<file path="config.mk">
export PLATFORM = sky130hd
export DESIGN_NAME = bhpq_rank
export DESIGN_NICKNAME = d
export VERILOG_FILES = /design/src/hdl/bhpq_pkg.sv /design/src/hdl/bhpq_rank.sv
export SDC_FILE = /design/constraint.sdc
export NUM_CORES = 1
export LEC_CHECK = 0
export ABC_AREA = 1
export BUFFER_PORTS_ARGS = -buffer_cell sky130_fd_sc_hd__buf_4
export CAP_MARGIN = 20
export CORE_MARGIN = 2
export CORE_UTILIZATION = 30
export DETAILED_ROUTE_END_ITERATION = 7
export GPL_ROUTABILITY_DRIVEN = 0
export SLEW_MARGIN = 30
export SYNTH_ARGS = -nofsm -noshare
export SYNTH_HDL_FRONTEND = slang
export SYNTH_SLANG_ARGS = --single-unit
</file>
<file path="constraint.sdc">
create_clock -name vclk -period 1.25
set_input_delay 0.125 -clock vclk [all_inputs]
set_output_delay 0.125 -clock vclk [all_outputs]
set_load 0.03 [all_outputs]
</file>
<file path="src/hdl/bhpq_pkg.sv">
package bhpq_pkg;

    localparam int CAPACITY     = 255;
    localparam int KEY_BITS     = 16;
    localparam int PAYLOAD_BITS = 16;
    localparam int COUNT_BITS   = 8;
    localparam int ADDR_BITS    = $clog2(CAPACITY + 1);
    localparam int DEPTH        = 1 << ADDR_BITS;

    typedef logic [KEY_BITS-1:0]     key_t;
    typedef logic [PAYLOAD_BITS-1:0] payload_t;
    typedef logic [COUNT_BITS-1:0]   count_t;
    typedef logic [ADDR_BITS-1:0]    addr_t;
    typedef logic [ADDR_BITS:0]      child_t;

    typedef struct packed {
        key_t     key;
        payload_t payload;
    } entry_t;

    localparam logic OP_INSERT = 1'b0;
    localparam logic OP_REMOVE = 1'b1;

    localparam logic ORDER_MAX_FIRST = 1'b0;
    localparam logic ORDER_MIN_FIRST = 1'b1;

    typedef enum logic [1:0] {
        ST_OK    = 2'd0,
        ST_EMPTY = 2'd1,
        ST_FULL  = 2'd2
    } status_t;

endpackage

</file>
<file path="src/hdl/bhpq_rank.sv">
module bhpq_rank (
    input  logic           order_mode,
    input  bhpq_pkg::key_t key_a,
    input  bhpq_pkg::key_t key_b,
    output logic           b_higher
);
    import bhpq_pkg::*;

    // strict: equal keys never rank higher
    always_comb
    begin
        if (order_mode == ORDER_MAX_FIRST)
        begin
            b_higher = key_b > key_a;
        end
        else
        begin
            b_higher = key_b < key_a;
        end
    end

endmodule

</file>
==> impl_metrics.toml, run 1 <==
[pwr]
power.share.sequential = 0
p_leak_nw = 0.543
swShare = 0.446
vdd_drop_max_mv = 0.150
power_density_mw_per_mm2 = 345
p_comb_frac = 1.000
pwr-share-clk = 0
power_w = 0.000335
power.switching_w = 0.000149
intPower_w = 0.000186

[route]
met3_length_um = 59
wl_per_cell_um = 8.71
ant_nets = 0
dr.pass1.iters = 4
top_layer_used = "met3"
wl_met1_um = 485
vias = 584
wl_met2_um = 615
viasPerCell = 4.39
wl_mm = 1.16
drtIter0Drc = 3
drc = 0

[timing]
rsz0062_at_grt = "true"
finalWorstSetupSlack_ns = -0.126
finalCriticalPeriod_ns = 1.38
finalSetupTns_ns = -0.126
slew_headroom = 0.910
fmax_mhz = 727
setup_viol = 1
fin_hold_ws_ns = 0.666
worstMarginPinSlew_ns = 0.135
maxSlewViolCount = 0
final-hold-violation-count = 0
min_period_over_period = 1.10

[die]
core_area_mm2 = 0.00154
dieArea_mm2 = 0.00202
dieHeight_um = 44.9
initial_core_util = 0.326
pin_count = 34
die_w_um = 44.9
rows = 14

[logic_synthesis]
netlist_area_um2 = 503
yosysTopAreaCell = "ha_1"
ys_types = 13
yosysSeqAreaShare = 0
yosys.cell_count.top_type = "nand2_1"
synth_nets = 132
synth_commonest_cells = "nand2_1, inv_1, ha_1, a21oi_1"
yosysTopAreaCellShare = 0.398
postSynthCellCount = 83
synth_area_per_cell_um2 = 6.06
yosys_warnings = 0
synth.area.top_cells = "ha_1, nand2_1, inv_1"

[setup_path]
required_ns = 1.12
crit_fanout = 3
cp-start-kind = "input port"
crit_type = "input port to output pin"
end_kind = "output pin"
cp.arrival_ns = 1.25
worstSetupStartpoint = "key_a[15]"

[placed_design]
io_buffers = 34
dp.cells = 133
dp_hpwl_um = 942

[min_path]
worstHoldStart = "order_mode"
min_to = "b_higher"
hold_class = "input port to output pin"
min_path_cells = 6

[finish]
antenna_cells = 0
regArea_um2 = 0
seq_cells = 0
nNetsFinal = 168
area_growth_pct = 93.0
multi_input_area_um2 = 563
drive_above_1_share = 0.590
fin_cells = 133
nFillCells = 135
nClkBuffers = 0

[run]
cap_violations = 0

[global_routing]
grt_pass1_wl_mm = 2.13
antenna_found_initial = 0
grt_pass1_vias = 568
grt_max_degree = 4
grt_util_all_layers = 0.130
grt-ovfl-total = 0

[status]
violations = "negative setup slack"
status = "finished with violations"

[cts]
post-cts-setup-buffer-count = 0
ctsHoldBuffers = 0
[timing repair]
item,in CTS,in global routing
pin swaps,16,12
endpoints found under the setup margin,1,1
gates resized for setup,30,7
[per-stage QoR]
step	setup slack (ns)	util	instance area, µm²
floorplan	0.0172	-	507
global placement	-0.202	0.507	782
detailed placement	-0.206	0.507	782
CTS	-0.136	0.610	941
global route	-0.217	0.630	971
finish	-0.126	0.630	971
[power groups by stage]
stage / clock, W / sequential, W / combinational [W]
floorplan: 0 / 0 / 0.000137
global placement: 0 / 0 / 0.000239
detailed placement: 0 / 0 / 0.000243
CTS: 0 / 0 / 0.000325
global route: 0 / 0 / 0.000375
finish: 0 / 0 / 0.000335
[worst max-delay path, stage by stage]
cell,delay [ns]
buf_6,0.08
inv_4,0.03
ha_4,0.26
nand2_4,0.06
nor2_4,0.14
nand2_2,0.08
nor2_4,0.09
nand2_2,0.06
nand3_2,0.07
nand2_1,0.05
nand2_1,0.06
inv_2,0.03
buf_6,0.12
[layout by cell type, fill, tap and decap left out, drive strengths merged]
cell and instances:
buf 34, nand4 1, nand2 27, a21oi 5
ha 16, inv 26, nor2 4, nand3 3
o21bai 1
[worst max-delay path by stage]
| stage | to | slack [ns] | depth (start not counted) |
|---|---|---|---|
| after global routing | b_higher | -0.22 | 13 |
| after detailed placement | b_higher | -0.21 | 13 |
| final | b_higher | -0.13 | 13 |
| after global placement | b_higher | -0.20 | 12 |
| after CTS | b_higher | -0.14 | 13 |
| after floorplan | b_higher | 0.02 | 10 |
[per-layer routing]
metal | up-vias | track usage
met2 | 17 | 0.263
met1 | 249 | 0.161
li1 | 318 | -
met5 | - | 0
met3 | 0 | 0
met4 | 0 | 0
[final cells by class]
class / instances / share of cell area
Timing Repair Buffer: 34 / 0.294
Inverter: 26 / 0.106
Tap cell: 16 / 0.0206
Multi-Input combinational cell: 57 / 0.580
[cell families (layout without fill, tap and decap cells)]
logic type / Yosys count / in the layout / synth area share
adders and majority gates: 16 / 16 / 0.398
and+or+nand+nor: 35 / 35 / 0.343
AOI/OAI and AO/OA: 6 / 6 / 0.0647
buffers and inverters: 26 / 60 / 0.194
Note: power is estimated with default switching activity, not from simulation.
==> run 2: changes to the inputs <==
--- a/config.mk
+++ b/config.mk
@@ -8,6 +8,7 @@
 export ABC_AREA = 1
 export BUFFER_PORTS_ARGS = -buffer_cell sky130_fd_sc_hd__buf_4
 export CAP_MARGIN = 20
+export CORE_ASPECT_RATIO = 1.2
 export CORE_MARGIN = 2
 export CORE_UTILIZATION = 30
 export DETAILED_ROUTE_END_ITERATION = 7
==> run 2 against run 1 <==
Effect of this change: largest power group unchanged; critical endpoint unchanged; the run still ends with negative setup slack left; maximum frequency grew 0.94%; die area hardly changed; highest routed layer unchanged; sequential share of layout area unchanged.
==> impl_metrics.toml, run 2 (synthesized netlist as in run 1, its figures left out) <==
[placed_design]
dp_hpwl_um = 929
dpl_cell_area_um2 = 785
io_buffers = 34

[die]
initial_core_util = 0.314
dieHeight_um = 48.9
core_area_mm2 = 0.00160
dieArea_mm2 = 0.00202
rows = 16
die_w_um = 41.4
pin_count = 34

[timing]
finalWorstSetupSlack_ns = -0.113
fmax_mhz = 734
final-hold-violation-count = 0
worstMarginPinSlew_ns = 0.136
finalCriticalPeriod_ns = 1.36
maxSlewViolCount = 0
min_period_over_period = 1.09
setup_viol = 1
rsz0062_at_grt = "true"
slew_headroom = 0.909

[run]
cap_violations = 0

[finish]
drive_above_1_share = 0.573
design_area_um2 = 966
area_growth_pct = 92.0
final_common_cell = "buf_4"
seq_cells = 0
antenna_cells = 0
regArea_um2 = 0
nNetsFinal = 168
most-common-layout-cells = "buf_4, nand2_1, inv_1, inv_2, ha_4"
finalCoreUtilization = 0.603
nClkBuffers = 0

[route]
vias = 601
wl_per_cell_um = 9.00
drc = 0
viasPerCell = 4.45
ant_nets = 0
dr.pass1.iters = 3
wl_mm = 1.22
drtIter0Drc = 4

[pwr]
p_leak_nw = 0.543
power_density_mw_per_mm2 = 346
vdd_drop_max_mv = 0.149

[setup_path]
crit_fanout = 3
required_ns = 1.12
cp.arrival_ns = 1.24
cp-start-kind = "input port"
crit_type = "input port to output pin"
end_kind = "output pin"

[global_routing]
antenna_found_initial = 0
grt_util_all_layers = 0.120
grt-ovfl-total = 0
grt_pass1_vias = 525
grt_pass1_wl_mm = 1.82
grt_max_degree = 4

[cts]
post-cts-setup-buffer-count = 0

[status]
status = "finished with violations"
violations = "negative setup slack"

[min_path]
hold_class = "input port to output pin"
-- run 2: cell count changes in the layout (fill, tap and decap cells not counted) --
cell and delta:
inv_4 -1, nand3_2 -1, nand3_1 +1, inv_1 +1
-- run 2: routing by layer --
metal | GRT usage | vias up | part of all wire
met5 | 0 | - | 0
met4 | 0 | 0 | 0
met3 | 0 | 0 | 0.065
met2 | 0.240 | 17 | 0.58
met1 | 0.138 | 264 | 0.35
li1 | - | 320 | -
-- run 2: repair_timing --
item	4_1_cts	5_1_grt
hold buffers	0	0
pin swaps	19	8
cloned	0	0
setup endpoints to repair	1	1
gates resized for setup	29	5
-- run 2: final cells by class --
type / instances / area [µm²]
fillers: 171 / 636
inverters: 26 / 100
multi-input cells: 57 / 558
well taps: 18 / 22.5
repair buffers: 34 / 285
-- run 2: worst max-delay path, cell delays in order --
cell and delay [ns]:
buf_4 0.08, inv_2 0.04, ha_4 0.26, nand2_4 0.05
nor2_4 0.13, nand2_2 0.07, nor2_4 0.09, nand2_2 0.06
nand3_2 0.07, nand2_1 0.04, nand2_1 0.06, inv_2 0.03
buf_6 0.12
-- run 2: worst paths after layout --
path  startpoint        to  slack, ns  depth (start not counted)
min   order_mode  b_higher       0.67                          6
max    key_a[14]  b_higher      -0.11                         13
-- run 2: metrics by stage --
stage          TNS (ns)  setup slack [ns]  hold WS [ns]  total power, W  cells
3_5_place_dp     -0.202            -0.202         0.686        0.000243    135
2_1_floorplan         0            0.0172         0.501        0.000137     83
3_3_place_gp     -0.197            -0.197         0.685        0.000237    135
5_1_grt          -0.197            -0.197         0.711        0.000369    135
4_1_cts          -0.135            -0.135         0.669        0.000321    135
6_report         -0.113            -0.113         0.667        0.000334    135
-- run 2: power by group --
| group | switching (W) | total, W | leakage, nW | internal (W) |
|---|---|---|---|---|
| combinational | 0.000149 | 0.000334 | 0.543 | 0.000185 |
| sequential | 0 | 0 | 0 | 0 |
| clock | 0 | 0 | 0 | 0 |
| total | 0.000149 | 0.000334 | 0.543 | 0.000185 |
==> run 3: changes to the inputs <==
==> constraint.sdc (replaced) <==
create_clock -name vclk -period 1.6
set_input_delay 0.16 -clock vclk [all_inputs]
set_output_delay 0.16 -clock vclk [all_outputs]
set_load 0.03 [all_outputs]
==> run 3 against run 2 <==
Effect of this change: the run now ends clean; cell count unchanged; global-route usage fell by 1.4 points; critical path depth stayed put; die area stayed put; power down 38%; largest cell class unchanged.
==> impl_metrics.toml, run 3 (synthesized netlist as in run 1, its figures left out) <==
[finish]
nNetsFinal = 168
drive_above_1_share = 0.462
antenna_cells = 0
multi_input_area_um2 = 468
final_common_cell = "buf_4"
design_area_um2 = 847
most-common-layout-cells = "buf_4, inv_1, nand2_1, ha_1, nand2_2"
seq_cells = 0
area_growth_pct = 68.4
nClkBuffers = 0
regArea_um2 = 0
fin_cells = 135
nFillCells = 172

[timing]
fin_hold_ws_ns = 0.735
maxSlewViolCount = 0
finalCriticalPeriod_ns = 1.48
rsz0062_at_grt = "false"
setup_viol = 0
min_period_over_period = 0.923
finalSetupTns_ns = 0
worstMarginPinSlew_ns = 0.139
fmax_mhz = 677
slew_headroom = 0.907
final-hold-violation-count = 0

[cts]
post-cts-setup-buffer-count = 0
cts-resized-gates = 0
ctsHoldBuffers = 0

[pwr]
intPower_w = 0.000115
swShare = 0.447
power_density_mw_per_mm2 = 246
pwr-share-clk = 0
power.share.sequential = 0
p_leak_nw = 0.523
p_comb_frac = 1.000
power.switching_w = 0.0000930
vdd_drop_max_mv = 0.107

[global_routing]
antenna_found_initial = 0
grt_util_all_layers = 0.106
grt-ovfl-total = 0
grt_pass1_vias = 492
grt_max_degree = 4
grt_pass1_wl_mm = 1.68

[placed_design]
dp.cells = 135
dpl_cell_area_um2 = 781
dp_hpwl_um = 948
io_buffers = 34

[route]
wl_per_cell_um = 7.59
vias = 575
ant_nets = 0
viasPerCell = 4.26
drtIter0Drc = 1
drc = 0
dr.pass1.iters = 2
wl_mm = 1.02

[setup_path]
crit_type = "input port to output pin"
cp-start-kind = "input port"
cp.arrival_ns = 1.32
required_ns = 1.44
end_kind = "output pin"
crit_fanout = 3

[die]
dieHeight_um = 48.9
pin_count = 34
dieArea_mm2 = 0.00202
initial_core_util = 0.314
die_w_um = 41.4
core_area_mm2 = 0.00160
rows = 16

[run]
cap_violations = 0

[min_path]
min_path_cells = 6
hold_class = "input port to output pin"
worstHoldStart = "order_mode"
min_to = "b_higher"

[status]
status = "completed"
[run 3: worst max path at each step]
stage / start / endpoint / slack (ns) / depth (start not counted)
floorplan: key_a[15] / b_higher / 0.21 / 11
finish: key_a[13] / b_higher / 0.12 / 13
global placement: key_a[15] / b_higher / 0.05 / 12
CTS: key_a[15] / b_higher / 0.03 / 12
global route: key_b[10] / b_higher / 0.008 / 12
detailed placement: key_a[15] / b_higher / 0.04 / 12
[run 3: through the flow]
stage	total power, W	setup WS [ns]	utilization
6_report	0.000208	0.123	0.529
5_1_grt	0.000240	0.00836	0.529
4_1_cts	0.000187	0.0308	0.488
3_5_place_dp	0.000186	0.0403	0.488
3_3_place_gp	0.000183	0.0540	0.488
2_1_floorplan	0.000104	0.208	-
[run 3: power by group through the flow]
| stage | logic, W | registers (W) | clock network, W |
|---|---|---|---|
| after detailed placement | 0.000186 | 0 | 0 |
| after CTS | 0.000187 | 0 | 0 |
| after global routing | 0.000240 | 0 | 0 |
| final | 0.000208 | 0 | 0 |
| after floorplan | 0.000104 | 0 | 0 |
| after global placement | 0.000183 | 0 | 0 |
[run 3: worst max-delay path, stage by stage]
cell and delay (ns):
buf_4 0.08, inv_1 0.06, ha_4 0.27, nand2_2 0.06, nor2_4 0.13, nand2_2 0.08, nor2_4 0.09, nand2_2 0.06
nand3_2 0.06, nand2_1 0.04, nand2_1 0.07, inv_2 0.04, buf_6 0.12
[run 3: cell type report]
class / count / share of cell area
inverters: 26 / 0.115
repair buffers: 34 / 0.306
well taps: 18 / 0.0266
multi-input cells: 57 / 0.552
[run 3: per-layer routing]
metal / vias to the layer above / part of all wire / track usage
met5: - / 0 / 0
met4: 0 / 0 / 0
met3: 0 / 0.080 / 0.00457
met2: 21 / 0.54 / 0.195
met1: 234 / 0.38 / 0.135
li1: 320 / - / -
